[src/rtl/assert_macros.svh]
// assertion helpers included by rbpa_dpath
`ifndef ASSERT_MACROS_SVH
`define ASSERT_MACROS_SVH

`ifndef NO_ASSERTIONS

// expression holds on every clock edge outside reset
`define RBPA_ASSERT_HOLDS(lbl, clk, rstn, expr) \
    lbl: assert property (@(posedge clk) disable iff (!rstn) (expr)) \
        else $error("assertion failed");

// consequent holds in the cycle after the antecedent
`define RBPA_ASSERT_NEXT(lbl, clk, rstn, ante, cons) \
    lbl: assert property (@(posedge clk) disable iff (!rstn) (ante) |=> (cons)) \
        else $error("assertion failed");

`else

`define RBPA_ASSERT_HOLDS(lbl, clk, rstn, expr)
`define RBPA_ASSERT_NEXT(lbl, clk, rstn, ante, cons)

`endif

`endif

[src/rtl/rbpa_pkg.sv]
package rbpa_pkg;

    // request opcodes
    localparam logic [1:0] OP_ALLOC_BLOCKS = 2'd0;
    localparam logic [1:0] OP_ALLOC_BYTES  = 2'd1;
    localparam logic [1:0] OP_TAKE         = 2'd2;
    localparam logic [1:0] OP_FREE         = 2'd3;

    // result status codes
    localparam logic [1:0] STATUS_OK    = 2'd0;
    localparam logic [1:0] STATUS_FAIL  = 2'd1;
    localparam logic [1:0] STATUS_RANGE = 2'd2;

    // controller to datapath commands
    typedef struct packed {
        logic load;
        logic set_fail;
        logic set_range;
        logic div_step;
        logic scan_init;
        logic scan_step;
        logic fill_step;
        logic head_rd;
        logic len_cap;
        logic walk_rd;
        logic walk_wr;
        logic finish;
    } cmd_t;

    // datapath to controller status
    typedef struct packed {
        logic [1:0] op;
        logic       req_bad;
        logic       found;
        logic       miss;
        logic       fill_last;
        logic       len_zero;
        logic       walk_last;
        logic       out_free;
    } sts_t;

    typedef enum logic [9:0] {
        ST_IDLE    = 10'b00_0000_0001,
        ST_DECODE  = 10'b00_0000_0010,
        ST_DIV     = 10'b00_0000_0100,
        ST_SCAN    = 10'b00_0000_1000,
        ST_FILL    = 10'b00_0001_0000,
        ST_HEAD    = 10'b00_0010_0000,
        ST_LEN     = 10'b00_0100_0000,
        ST_WALK_RD = 10'b00_1000_0000,
        ST_WALK_WR = 10'b01_0000_0000,
        ST_DONE    = 10'b10_0000_0000
    } state_t;

endpackage

[src/rtl/rbpa_ram.sv]
module rbpa_ram #(
    parameter int WIDTH = 16,
    parameter int DEPTH = 64
) (
    input  logic                                   clk,
    input  logic                                   we,
    input  logic [(DEPTH > 1 ? $clog2(DEPTH) : 1)-1:0] waddr,
    input  logic [WIDTH-1:0]                       wdata,
    input  logic                                   re,
    input  logic [(DEPTH > 1 ? $clog2(DEPTH) : 1)-1:0] raddr,
    output logic [WIDTH-1:0]                       rdata
);

    logic [WIDTH-1:0] mem [DEPTH];
    logic [WIDTH-1:0] rdata_reg;

    always_ff @(posedge clk)
    begin
        if (we)
        begin
            mem[waddr] <= wdata;
        end
        if (re)
        begin
            rdata_reg <= mem[raddr];
        end
    end

    assign rdata = rdata_reg;

endmodule

[src/rtl/rbpa_ctrl.sv]
module rbpa_ctrl import rbpa_pkg::*; (
    input  logic clk,
    input  logic rst_n,
    input  logic in_valid,
    output logic in_ready,
    output cmd_t cmd,
    input  sts_t sts
);

    state_t state_reg;
    state_t state_next;

    assign in_ready = (state_reg == ST_IDLE);

    always_comb
    begin
        state_next = state_reg;
        cmd        = '0;
        unique case (state_reg)
            ST_IDLE:
            begin
                if (in_valid)
                begin
                    cmd.load   = 1'b1;
                    state_next = ST_DECODE;
                end
            end
            ST_DECODE:
            begin
                if (sts.req_bad)
                begin
                    if (sts.op == OP_TAKE || sts.op == OP_FREE)
                    begin
                        cmd.set_range = 1'b1;
                    end
                    else
                    begin
                        cmd.set_fail = 1'b1;
                    end
                    state_next = ST_DONE;
                end
                else if (sts.op == OP_ALLOC_BLOCKS)
                begin
                    cmd.scan_init = 1'b1;
                    state_next    = ST_SCAN;
                end
                else if (sts.op == OP_ALLOC_BYTES)
                begin
                    state_next = ST_DIV;
                end
                else
                begin
                    state_next = ST_HEAD;
                end
            end
            ST_DIV:
            begin
                cmd.div_step  = 1'b1;
                cmd.scan_init = 1'b1;
                state_next    = ST_SCAN;
            end
            ST_SCAN:
            begin
                cmd.scan_step = 1'b1;
                if (sts.found)
                begin
                    state_next = ST_FILL;
                end
                else if (sts.miss)
                begin
                    cmd.set_fail = 1'b1;
                    state_next   = ST_DONE;
                end
            end
            ST_FILL:
            begin
                cmd.fill_step = 1'b1;
                if (sts.fill_last)
                begin
                    state_next = ST_DONE;
                end
            end
            ST_HEAD:
            begin
                cmd.head_rd = 1'b1;
                state_next  = ST_LEN;
            end
            ST_LEN:
            begin
                cmd.len_cap = 1'b1;
                state_next  = sts.len_zero ? ST_DONE : ST_WALK_RD;
            end
            ST_WALK_RD:
            begin
                cmd.walk_rd = 1'b1;
                state_next  = ST_WALK_WR;
            end
            ST_WALK_WR:
            begin
                cmd.walk_wr = 1'b1;
                state_next  = sts.walk_last ? ST_DONE : ST_WALK_RD;
            end
            ST_DONE:
            begin
                if (sts.out_free)
                begin
                    cmd.finish = 1'b1;
                    state_next = ST_IDLE;
                end
            end
            default:
            begin
                state_next = ST_IDLE;
            end
        endcase
    end

    always_ff @(posedge clk or negedge rst_n)
    begin
        if (!rst_n)
        begin
            state_reg <= ST_IDLE;
        end
        else
        begin
            state_reg <= state_next;
        end
    end

endmodule

[src/rtl/rbpa_dpath.sv]
`include "assert_macros.svh"

module rbpa_dpath import rbpa_pkg::*; #(
    parameter int BLOCK_COUNT = 64,
    parameter int BLOCK_BYTES = 512
) (
    input  logic        clk,
    input  logic        rst_n,
    input  logic [1:0]  in_opcode,
    input  logic [7:0]  in_block_count,
    input  logic [19:0] in_byte_count,
    input  logic [7:0]  in_start_block,
    output logic        out_valid,
    input  logic        out_ready,
    output logic [1:0]  out_status,
    output logic [7:0]  out_granted_block,
    output logic [7:0]  out_used_blocks,
    output logic [7:0]  out_free_blocks,
    input  cmd_t        cmd,
    output sts_t        sts
);

    localparam int AW     = (BLOCK_COUNT > 1) ? $clog2(BLOCK_COUNT) : 1;
    localparam int REM_W  = 21;
    localparam int DIV_W  = 24;
    localparam int RCP_W  = REM_W + 1;
    localparam int PROD_W = REM_W + RCP_W;
    localparam int RCP_SH = REM_W + $clog2(BLOCK_BYTES);
    localparam logic [DIV_W-1:0] POOL_BYTES = DIV_W'(BLOCK_COUNT * BLOCK_BYTES);
    localparam logic [AW-1:0]    LAST_IDX   = AW'(BLOCK_COUNT - 1);
    // rounded-up reciprocal, exact floor for every dividend below 2**REM_W
    localparam logic [RCP_W-1:0] RCP =
        RCP_W'(((64'd1 << RCP_SH) + 64'(BLOCK_BYTES) - 64'd1) / 64'(BLOCK_BYTES));

    // map entry: owner count above, run length below
    logic [15:0] ram_wdata;
    logic [15:0] ram_rdata;
    logic        ram_we;
    logic        ram_re;
    logic [AW-1:0] ram_waddr;
    logic [AW-1:0] ram_raddr;

    // control state
    logic [BLOCK_COUNT-1:0] vld_reg, vld_next;
    logic [7:0]  used_reg, used_next;
    logic        out_vld_reg, out_vld_next;
    logic        scan_more_reg, scan_more_next;
    logic        chk_vld_reg, chk_vld_next;

    // payload
    logic [1:0]       op_reg, op_next;
    logic [7:0]       start_reg, start_next;
    logic [7:0]       n_reg, n_next;
    logic             req_bad_reg, req_bad_next;
    logic [REM_W-1:0] rem_reg, rem_next;
    logic [1:0]       stat_reg, stat_next;
    logic [7:0]       grant_reg, grant_next;
    logic [AW-1:0]    scan_addr_reg, scan_addr_next;
    logic [AW-1:0]    chk_addr_reg, chk_addr_next;
    logic [7:0]       run_len_reg, run_len_next;
    logic [AW-1:0]    run_start_reg, run_start_next;
    logic [AW-1:0]    fill_addr_reg, fill_addr_next;
    logic [7:0]       fill_left_reg, fill_left_next;
    logic [AW-1:0]    cur_reg, cur_next;
    logic [7:0]       left_reg, left_next;
    logic             rd_vld_reg, rd_vld_next;
    logic [1:0]       out_stat_reg, out_stat_next;
    logic [7:0]       out_grant_reg, out_grant_next;
    logic [7:0]       out_used_reg, out_used_next;

    logic [15:0]       entry;
    logic [7:0]        ent_len;
    logic [7:0]        ent_cnt;
    logic [PROD_W-1:0] quot;
    logic              found;
    logic [AW-1:0]     found_addr;

    rbpa_ram #(
        .WIDTH (16),
        .DEPTH (BLOCK_COUNT)
    ) u_map (
        .clk   (clk),
        .we    (ram_we),
        .waddr (ram_waddr),
        .wdata (ram_wdata),
        .re    (ram_re),
        .raddr (ram_raddr),
        .rdata (ram_rdata)
    );

    // never-written entries read as free with no owner
    assign entry   = rd_vld_reg ? ram_rdata : 16'd0;
    assign ent_len = entry[7:0];
    assign ent_cnt = entry[15:8];

    // whole blocks for the rounded-up byte count, quotient fits 8 bits
    assign quot = (PROD_W'(rem_reg) * PROD_W'(RCP)) >> RCP_SH;

    assign found = chk_vld_reg && (ent_len == 8'd0)
                && (({1'b0, run_len_reg} + 9'd1) == {1'b0, n_reg});
    assign found_addr = (run_len_reg == 8'd0) ? chk_addr_reg : run_start_reg;

    always_comb
    begin
        sts.op        = op_reg;
        sts.req_bad   = req_bad_reg;
        sts.found     = found;
        sts.miss      = chk_vld_reg && !found && (chk_addr_reg == LAST_IDX);
        sts.fill_last = (fill_left_reg == 8'd1);
        sts.len_zero  = (ent_len == 8'd0);
        sts.walk_last = (left_reg == 8'd1) || (cur_reg == LAST_IDX);
        sts.out_free  = !out_vld_reg || out_ready;
    end

    // map port selection
    always_comb
    begin
        ram_re    = 1'b0;
        ram_raddr = scan_addr_reg;
        priority if (cmd.scan_step && scan_more_reg)
        begin
            ram_re = 1'b1;
        end
        else if (cmd.head_rd)
        begin
            ram_re    = 1'b1;
            ram_raddr = start_reg[AW-1:0];
        end
        else if (cmd.walk_rd)
        begin
            ram_re    = 1'b1;
            ram_raddr = cur_reg;
        end
    end

    always_comb
    begin
        vld_next       = vld_reg;
        used_next      = used_reg;
        out_vld_next   = out_vld_reg;
        scan_more_next = scan_more_reg;
        chk_vld_next   = chk_vld_reg;
        op_next        = op_reg;
        start_next     = start_reg;
        n_next         = n_reg;
        req_bad_next   = req_bad_reg;
        rem_next       = rem_reg;
        stat_next      = stat_reg;
        grant_next     = grant_reg;
        scan_addr_next = scan_addr_reg;
        chk_addr_next  = chk_addr_reg;
        run_len_next   = run_len_reg;
        run_start_next = run_start_reg;
        fill_addr_next = fill_addr_reg;
        fill_left_next = fill_left_reg;
        cur_next       = cur_reg;
        left_next      = left_reg;
        rd_vld_next    = rd_vld_reg;
        out_stat_next  = out_stat_reg;
        out_grant_next = out_grant_reg;
        out_used_next  = out_used_reg;
        ram_we         = 1'b0;
        ram_waddr      = fill_addr_reg;
        ram_wdata      = {8'd1, n_reg};

        if (ram_re)
        begin
            rd_vld_next = vld_reg[ram_raddr];
        end

        if (cmd.load)
        begin
            op_next      = in_opcode;
            start_next   = in_start_block;
            n_next       = in_block_count;
            rem_next     = {1'b0, in_byte_count} + REM_W'(BLOCK_BYTES - 1);
            stat_next    = STATUS_OK;
            grant_next   = 8'd0;
            unique case (in_opcode)
                OP_ALLOC_BLOCKS:
                    req_bad_next = (in_block_count == 8'd0)
                                || (in_block_count > 8'(BLOCK_COUNT));
                OP_ALLOC_BYTES:
                    req_bad_next = (in_byte_count == 20'd0)
                                || ({{(DIV_W-20){1'b0}}, in_byte_count} > POOL_BYTES);
                default:
                    req_bad_next = (in_start_block >= 8'(BLOCK_COUNT));
            endcase
        end

        if (cmd.set_fail)
        begin
            stat_next = STATUS_FAIL;
        end
        if (cmd.set_range)
        begin
            stat_next = STATUS_RANGE;
        end

        if (cmd.div_step)
        begin
            n_next = quot[7:0];
        end

        if (cmd.scan_init)
        begin
            scan_addr_next = '0;
            scan_more_next = 1'b1;
            chk_vld_next   = 1'b0;
            run_len_next   = 8'd0;
        end

        // first fit: one map read issued, one entry checked each cycle
        if (cmd.scan_step)
        begin
            chk_vld_next  = scan_more_reg;
            chk_addr_next = scan_addr_reg;
            if (scan_more_reg)
            begin
                if (scan_addr_reg == LAST_IDX)
                begin
                    scan_more_next = 1'b0;
                end
                else
                begin
                    scan_addr_next = scan_addr_reg + AW'(1);
                end
            end
            if (chk_vld_reg)
            begin
                if (ent_len == 8'd0)
                begin
                    run_len_next = run_len_reg + 8'd1;
                    if (run_len_reg == 8'd0)
                    begin
                        run_start_next = chk_addr_reg;
                    end
                end
                else
                begin
                    run_len_next = 8'd0;
                end
            end
            if (found)
            begin
                fill_addr_next = found_addr;
                fill_left_next = n_reg;
                grant_next     = 8'(found_addr);
            end
        end

        if (cmd.fill_step)
        begin
            ram_we                  = 1'b1;
            ram_waddr               = fill_addr_reg;
            ram_wdata               = {8'd1, n_reg};
            vld_next[fill_addr_reg] = 1'b1;
            fill_addr_next          = fill_addr_reg + AW'(1);
            fill_left_next          = fill_left_reg - 8'd1;
            used_next               = used_reg + 8'd1;
        end

        if (cmd.len_cap)
        begin
            cur_next  = start_reg[AW-1:0];
            left_next = ent_len;
        end

        // take or free one block of the run
        if (cmd.walk_wr)
        begin
            ram_we            = 1'b1;
            ram_waddr         = cur_reg;
            vld_next[cur_reg] = 1'b1;
            cur_next          = cur_reg + AW'(1);
            left_next         = left_reg - 8'd1;
            if (op_reg == OP_TAKE)
            begin
                ram_wdata = {(ent_cnt == 8'hFF) ? ent_cnt : ent_cnt + 8'd1, ent_len};
            end
            else if (ent_cnt <= 8'd1)
            begin
                ram_wdata = {ent_cnt, 8'd0};
                if (ent_len != 8'd0 && used_reg != 8'd0)
                begin
                    used_next = used_reg - 8'd1;
                end
            end
            else
            begin
                ram_wdata = {ent_cnt - 8'd1, ent_len};
            end
        end

        if (out_ready)
        begin
            out_vld_next = 1'b0;
        end
        if (cmd.finish)
        begin
            out_vld_next   = 1'b1;
            out_stat_next  = stat_reg;
            out_grant_next = grant_reg;
            out_used_next  = used_reg;
        end
    end

    always_ff @(posedge clk or negedge rst_n)
    begin
        if (!rst_n)
        begin
            vld_reg       <= '0;
            used_reg      <= 8'd0;
            out_vld_reg   <= 1'b0;
            scan_more_reg <= 1'b0;
            chk_vld_reg   <= 1'b0;
        end
        else
        begin
            vld_reg       <= vld_next;
            used_reg      <= used_next;
            out_vld_reg   <= out_vld_next;
            scan_more_reg <= scan_more_next;
            chk_vld_reg   <= chk_vld_next;
        end
    end

    always_ff @(posedge clk)
    begin
        op_reg        <= op_next;
        start_reg     <= start_next;
        n_reg         <= n_next;
        req_bad_reg   <= req_bad_next;
        rem_reg       <= rem_next;
        stat_reg      <= stat_next;
        grant_reg     <= grant_next;
        scan_addr_reg <= scan_addr_next;
        chk_addr_reg  <= chk_addr_next;
        run_len_reg   <= run_len_next;
        run_start_reg <= run_start_next;
        fill_addr_reg <= fill_addr_next;
        fill_left_reg <= fill_left_next;
        cur_reg       <= cur_next;
        left_reg      <= left_next;
        rd_vld_reg    <= rd_vld_next;
        out_stat_reg  <= out_stat_next;
        out_grant_reg <= out_grant_next;
        out_used_reg  <= out_used_next;
    end

    assign out_valid         = out_vld_reg;
    assign out_status        = out_stat_reg;
    assign out_granted_block = out_grant_reg;
    assign out_used_blocks   = out_used_reg;
    assign out_free_blocks   = 8'(BLOCK_COUNT) - out_used_reg;

    `RBPA_ASSERT_HOLDS(a_used_in_pool, clk, rst_n, used_reg <= 8'(BLOCK_COUNT))
    `RBPA_ASSERT_HOLDS(a_fill_in_run, clk, rst_n, !(cmd.fill_step && fill_left_reg == 8'd0))
    `RBPA_ASSERT_HOLDS(a_no_overwrite, clk, rst_n, !(cmd.finish && out_vld_reg && !out_ready))
    `RBPA_ASSERT_NEXT(a_finish_shows, clk, rst_n, cmd.finish, out_vld_reg)

endmodule

[src/rtl/refcounted_block_pool_allocator.sv]
// allocate blocks: decode, a first-fit scan of the map, then one map write per block of the run
// allocate bytes: adds a divide step, a reciprocal multiply that rounds up to whole blocks
// take ownership / free: reads the head entry for the run length, then one map read and one write per block
// one request in flight; the next one is taken the cycle after its result word is loaded
// a finished result word waits in the output register while the next request is taken
// reset (rst_n low, asynchronous) frees every block at once through per-block valid bits
module refcounted_block_pool_allocator import rbpa_pkg::*; #(
    parameter int BLOCK_COUNT = 64,
    parameter int BLOCK_BYTES = 512
) (
    input  logic        clk,
    input  logic        rst_n,
    // request words
    input  logic        s_tvalid,
    output logic        s_tready,
    input  logic [39:0] s_tdata,   // block_count[7:0], byte_count[27:8], start_block[35:28], zero
    input  logic [1:0]  s_tuser,   // opcode[1:0]
    // result words
    output logic        m_tvalid,
    input  logic        m_tready,
    output logic [23:0] m_tdata,   // granted_block[7:0], used_blocks[15:8], free_blocks[23:16]
    output logic [1:0]  m_tuser    // status[1:0]
);

    cmd_t cmd;
    sts_t sts;

    // sequencer: decode, divide, scan, fill, walk
    rbpa_ctrl u_ctrl (
        .clk      (clk),
        .rst_n    (rst_n),
        .in_valid (s_tvalid),
        .in_ready (s_tready),
        .cmd      (cmd),
        .sts      (sts)
    );

    // block map memory, counters and result register
    rbpa_dpath #(
        .BLOCK_COUNT (BLOCK_COUNT),
        .BLOCK_BYTES (BLOCK_BYTES)
    ) u_dpath (
        .clk               (clk),
        .rst_n             (rst_n),
        .in_opcode         (s_tuser),
        .in_block_count    (s_tdata[7:0]),
        .in_byte_count     (s_tdata[27:8]),
        .in_start_block    (s_tdata[35:28]),
        .out_valid         (m_tvalid),
        .out_ready         (m_tready),
        .out_status        (m_tuser),
        .out_granted_block (m_tdata[7:0]),
        .out_used_blocks   (m_tdata[15:8]),
        .out_free_blocks   (m_tdata[23:16]),
        .cmd               (cmd),
        .sts               (sts)
    );

endmodule
[config.mk]
export PLATFORM = sky130hd
export DESIGN_NAME = refcounted_block_pool_allocator
export DESIGN_NICKNAME = d
export VERILOG_FILES = /design/src/rtl/rbpa_pkg.sv /design/src/rtl/rbpa_ram.sv /design/src/rtl/rbpa_ctrl.sv /design/src/rtl/rbpa_dpath.sv /design/src/rtl/refcounted_block_pool_allocator.sv
export VERILOG_INCLUDE_DIRS = /design/src /design/src/rtl
export SDC_FILE = /design/constraint.sdc
export NUM_CORES = 2
export LEC_CHECK = 0
export ABC_CLOCK_PERIOD_IN_PS = 8700
export CAP_MARGIN = 20
export CORE_MARGIN = 1
export CORE_UTILIZATION = 68
export CTS_CLUSTER_SIZE = 16
export DETAILED_ROUTE_END_ITERATION = 6
export DONT_BUFFER_PORTS = 1
export PLACE_DENSITY_LB_ADDON = 0.12
export SYNTH_ARGS = -nofsm -noshare
export SYNTH_HDL_FRONTEND = slang
export SYNTH_SLANG_ARGS = --single-unit
[constraint.sdc]
create_clock -name clk -period 8.7 [get_ports clk]
set_input_delay 0.87 -clock clk [delete_from_list [all_inputs] [get_ports clk]]
set_output_delay 0.87 -clock clk [all_outputs]
set_load 0.01 [all_outputs]
# Word level (Yosys, flattened, before mapping)
# Memories as Yosys holds them, arrays and structs flattened. A register that Yosys moved wholly into a read port is not among the register bits.
# Cells that the tools add are included.
totals:
  register_bits: 202
  out_inout_bits: 28
  ram_bits: 1024
  mem_count: 1
  input_bits: 46
  elab_cells: 204
op_classes:
  bitwise: 2
  eq_ne: 25
  n_lt_le_gt_ge: 9
  reduce_logical: 33
  add_sub_neg: 13
  muxes: 96
mem_list:
  columns: ["name", "words", "word_bits", "rd", "rd_clocked_by_memory_dff", "wr", "line", "text"]
  rows:
  - ["u_dpath.u_map.mem", 64, 16, 1, 1, 1, "rbpa_ram.sv:14", "logic [WIDTH-1:0] mem [DEPTH];"]
op_table:
  columns: ["op", "n"]
  rows:
  - ["$mux W8", 20]
  - ["$mux W64", 2]
  - ["$or A64 B64 Y64", 2]
  - ["$pmux W10 S10", 1]
  - ["$mux W6", 16]
  - ["$mux W10", 8]
  - ["$mux W16", 4]
  - ["$mux W1", 36]
  - ["$sub A8 B1 Y8 const B", 4]
  - ["$add A8 B1 Y8 const B", 3]
  - ["$logic_not A8 Y1", 3]
  - ["$lt A6 B7 Y1 const B", 3]
  - ["$gt A20 B16 Y1 const B", 1]
  - ["$logic_not A20 Y1", 1]
  - ["$add A6 B1 Y6 const B", 3]
  - ["$eq A6 B6 Y1 const B", 3]
  - ["$add A17 B9 Y17 const B", 1]
  - ["$eq A8 B1 Y1 const B", 2]
  - ["$reduce_bool A8 Y1", 2]
  - ["$reduce_bool A2 Y1", 7]
  - ["$demux W1 S6", 2]
  - ["$ge A6 B1 Y1 const B", 2]
  - ["$eq A10 B1 Y1 const B", 1]
  - ["$eq A10 B10 Y1 const B", 1]
  - ["other kinds (29)", 50]

# Longest topological paths before layout
depth:
  ltp_word: 11
  mapped_depth: 13

# By module
# Synthesis repeated with hierarchy kept, for this count alone.
hier_totals:
  cells_unflattened: 2856
  hier_area_um2: 50668.6
modules_own_cells:
  columns: ["module", "instances", "cells_per_inst", "area_per_inst_um2"]
  rows:
  - ["rbpa_ram", 1, 1829, 40202.3]
  - ["rbpa_dpath", 1, 949, 9716.8]
  - ["rbpa_ctrl", 1, 78, 749.5]

# Least setup slack after synthesis
# Ideal clock, no wire load.
synth_path:
  kind: "reg2reg"
  start: "register u_dpath.rd_vld_reg"
  end: "memory u_dpath.u_map.mem[0][9], data pin"
  path_buffers: 2
  synth_period_minus_slack_ns: 5.563
  setup_slack_ns: 3.137
  stages_incl_launch_ff: 13
  required_time_ns: 7.979
  arrival_ns: 4.841
  path_cell_list: "edfxtp_1 clkbuf_1 clkbuf_1 nand2_1 inv_1 ha_1 and3_1 and4_1 nand4_1 and2_1 o21ai_0 nor2_1 a211oi_1"
synth_via:
  elab_chain_len: 5
  elab_cells_between_ends: 9
synth_rtl:
  columns: ["item", "line", "text"]
  rows:
  - ["from (decl)", "rbpa_dpath.sv:66", "logic rd_vld_reg, rd_vld_next;"]
  - ["from (signal assigned)", "rbpa_dpath.sv:345", "rd_vld_reg <= rd_vld_next;"]
  - ["$mux W16 (*)", "rbpa_dpath.sv:92", "assign entry = rd_vld_reg ? ram_rdata : 16'd0;"]
  - ["$sub A8 B1 Y8, or another cell as far along", "rbpa_dpath.sv:291", "ram_wdata = {ent_cnt - 8'd1, ent_len};"]
  - ["$mux W16 or $mux W8 (tied branches)", "rbpa_dpath.sv:281, rbpa_dpath.sv:279", null]
  - ["$mux W16 (*)", "rbpa_dpath.sv:277", "if (op_reg == OP_TAKE)"]
  - ["$mux W16 (*)", "rbpa_dpath.sv:270", "if (cmd.walk_wr)"]
  - ["named net u_dpath.ram_wdata[9]", "rbpa_dpath.sv:36", "logic [15:0] ram_wdata;"]
  - ["to (decl)", "rbpa_ram.sv:14", null]
# The timed path passes the listed nets; every way through them passes the cells marked *.

# Final worst setup path
layout_path:
  start: "register u_ctrl.state_reg[5]"
  end: "register u_dpath.u_map.rdata_reg[11] (netlist: u_dpath.u_map.rdata[11]), read port of u_dpath.u_map.mem, data pin"
layout_via:
  elab_chain_len: 5
  elab_cells_between_ends: 13
layout_rtl:
  columns: ["item", "line", "text"]
  rows:
  - ["from (decl)", "rbpa_ctrl.sv:10", "state_t state_reg;"]
  - ["from (signal assigned)", "rbpa_ctrl.sv:126", "state_reg <= state_next;"]
  - ["$eq A10 B8 Y1", "rbpa_ctrl.sv:19", "unique case (state_reg)"]
  - ["$mux W1", "rbpa_ctrl.sv:19", null]
  - ["$mux W6 or $mux W1 (tied branches)", "rbpa_dpath.sv:129", "else if (cmd.walk_rd)"]
  - ["$mux W6 or $mux W1 (tied branches)", "rbpa_dpath.sv:124", "else if (cmd.head_rd)"]
  - ["$mux W6 or $mux W1 (tied branches)", "rbpa_dpath.sv:120", "priority if (cmd.scan_step && scan_more_reg)"]
  - ["to (decl)", "rbpa_ram.sv:15", "logic [WIDTH-1:0] rdata_reg;"]
# Several ways; a longest one is shown, not always the timed one.
# A chain may end at the register's enable or synchronous reset.

==> results.tsv <==
metric	value	unit
number of global-route vias before repair	34600	
cells along the critical path	xnor2_1 -> nor4_2 -> o32ai_4 -> buf_4 -> buf_4 -> nand3_1 -> nand4_1 -> a21oi_1 -> nor4_1 -> nand3_1	
# fillers	4666	
Clock Latency Late Sink	0.71	ns
Worst Clk Skew	0.0262	ns
Die Y	279	µm
final setup TNS	0	ns
layout cell share with drive strength beyond 1	9.63	%
IO Port Bufs	0	
Final GP Congestion	0.990	
clk root buf	clkbuf_16	
switching power	3.53	mW
cell row count	101	
Clk pwr share	38.0	%
H-Tree Depth	3	
Synth Register Bits	1233	
Comb pwr share	12.3	%
area of the multi-input gates	14600	µm²
Clk pin slew, worst setup/hold paths	0.07	ns
mapped cell area	52000	µm²
vias	36900	
final setup fails	0	
Largest register FFs	1024	
RSZ-0062 raised after global routing	no	
Yosys top cell by area	edfxtp_1	
post-synth top area share	64.9	%
Pint	9.96	mW
internal reg-to-reg setup slack	3.77	ns
relative slew slack	18.8	%
synth cell count leaders	1124 x edfxtp_1, 820 x nand3_1, 453 x o21ai_0	
synth top area cells	edfxtp_1 65%, nand3_1 7.9%, o21ai_0 4.4%	
Avg Cell Area, Syn	12.4	µm²
Reg area	36400	µm²
Top FF cell, synth	edfxtp_1	
postcts setup bufs	0	
worst reg-to-reg path cell count	10	
crit path DAT	5.34	ns
outcome	finished clean	
cts hold-fix bufs	2	
Setup crit start	u_ctrl.state_reg[5]$_DFFE_PN0P_	
initial antenna violation count	1	
CP startpoint kind	flip-flop	
1st-pass router iterations	6	
largest net degree at the start of global routing	215	
async set or reset register ratio after synthesis	6.89	%
crit path capture type	flip-flop	
vias per cell	7.11	
CTS buffer count	119	
final hold violation count	0	
Tightest Hold Check Type	in2async	
Longest Clk Path Bufs	3	
first-pass GRT wire length	217000	µm
Post-Syn Nets	4270	
Synth Instances	4208	
Tightest Pin Transition	1.22	ns
CP required	9.11	ns
Max Clk Rate	0.203	GHz
CTS tree	yes	
P per Cell Area	236	nW/µm²
Leakage	19.8	nW
Flop pwr share	49.7	%
Crit Reg-Reg Startpoint	u_ctrl.state_reg[5]$_DFFE_PN0P_	
Crit Path Category	reg2reg	
DP Wirelength	84500	µm
peak supply drop	0.203	mV
Slowest cell on crit path	buf_4	
IO Pins	74	
sw frac	26.2	%
Netlist cell types	82	
WL/cell	28.6	µm
Area Growth Syn to Fin	9.89	%
Post-synth EDFFs	1124	
RR Endpoint	u_dpath.u_map.rdata[11]$_DFFE_PP_	
DR iter-0 viols	6176	
period utilisation layout	56.6	%
Post-CTS Resized	0	
most frequent cell after synthesis	edfxtp_1	
final wirelength	149000	µm
full die area	77600	µm²
clk sink count	1233	
DIE WIDTH	279	µm
core area	75800	µm²
crit-path max cell delay	0.81	ns
minimum clock period	4.93	ns
maximum fanout along the worst path	63	
maxcap violations	0	
ANT nets after route	0	
sequential fraction of the synthesis area	69.9	%
Initial Utilization	68.6	%
Slew Viols, Final	0	
Post-route DRC	0	
WHS	0.0672	ns
Final Net Count	4185	
GRT Resource Usage Total	38.0	%
Syn. warnings	0	
grt ovf	0	
## power by group through the flow
stage	clock [mW]	sequential, mW	combinational [mW]
floorplan	0	6.80	1.17
global route	5.35	6.71	1.77
global placement	0	6.83	1.56
finish	5.12	6.71	1.66
detailed placement	0	6.83	1.60
CTS	5.13	6.71	1.62
## per-stage QoR
stage          util, %  setup slack, ns  total power, mW  area, µm²  cells
5_1_grt           75.4             3.53             13.8      57200   5196
2_1_floorplan        -             3.14             7.97      52000   4208
6_report          75.4             3.77             13.5      57200   5198
4_1_cts           75.3             3.87             13.5      57100   5191
3_3_place_gp      70.1             3.95             8.39      53200   4972
3_5_place_dp      70.2             3.89             8.43      53200   4973
## kinds of logic after synthesis
group	count (synthesis)	synth area share, %
AND/OR/NAND/NOR	1717	16.4
flip-flops	1233	69.9
AO/OA/AOI/OAI	795	8.63
buffers and inverters	346	2.86
XOR/XNOR	61	1.03
multiplexers	40	0.801
adder cells (fa/ha/maj)	16	0.385
## placed cells by master, fill, tap and decap left out, types with 11 or more instances in the layout
cell	n
a21oi_1	172
a32o_1	13
and3_1	19
buf_4	92
bufinv_16	11
clkbuf_1	30
clkbuf_16	122
clkinv_1	24
clkinv_2	16
dfrtp_1	84
dfxtp_1	24
edfxtp_1	1124
ha_1	16
inv_1	32
mux2_2	13
mux2i_1	27
nand2_1	387
nand2b_1	19
nand3_1	819
nand4_1	159
nor2_1	104
nor2b_1	18
nor3_1	25
nor4_1	53
o21ai_0	452
o22ai_2	28
o31ai_1	30
or2_2	38
xnor2_1	32
xor2_1	29
## area by class of cell
cell class	count	share of cell area, %
antenna	2	0.00875
clock buffer	159	5.70
clock inverter	57	1.04
inverter	32	0.210
multi-input combinational	2629	25.6
sequential	1233	63.6
tap	978	2.14
timing repair buffer	108	1.72
## worst max-delay path: cells and delay by family, from the launching register on
kind / cells / cell delay, ns
buf+inv: 2 / 1.51
simple gates: 5 / 1.41
xor+xnor: 1 / 0.69
flops: 1 / 0.61
compound gates: 2 / 0.37
## metal layers
layer / global-route usage (%) / share of wire (%)
met5: 0 / 0
met4: 24.4 / 7.1
met3: 7.15 / 12
met2: 58.5 / 46
met1: 50.5 / 35
## worst max path at each step
stage	end	slack (ns)	cells after the start
after floorplan	u_dpath.u_map.mem[0][9]$_DFFE_PP_	3.14	12
after global placement	u_dpath.u_map.mem[8][13]$_DFFE_PP_	3.95	8
after detailed placement	u_dpath.u_map.mem[8][13]$_DFFE_PP_	3.89	8
after CTS	u_dpath.u_map.mem[8][1]$_DFFE_PP_	3.87	8
after global routing	u_dpath.u_map.rdata[12]$_DFFE_PP_	3.53	10
final	u_dpath.u_map.rdata[11]$_DFFE_PP_	3.77	10
Power figures use the tool's default switching activity.
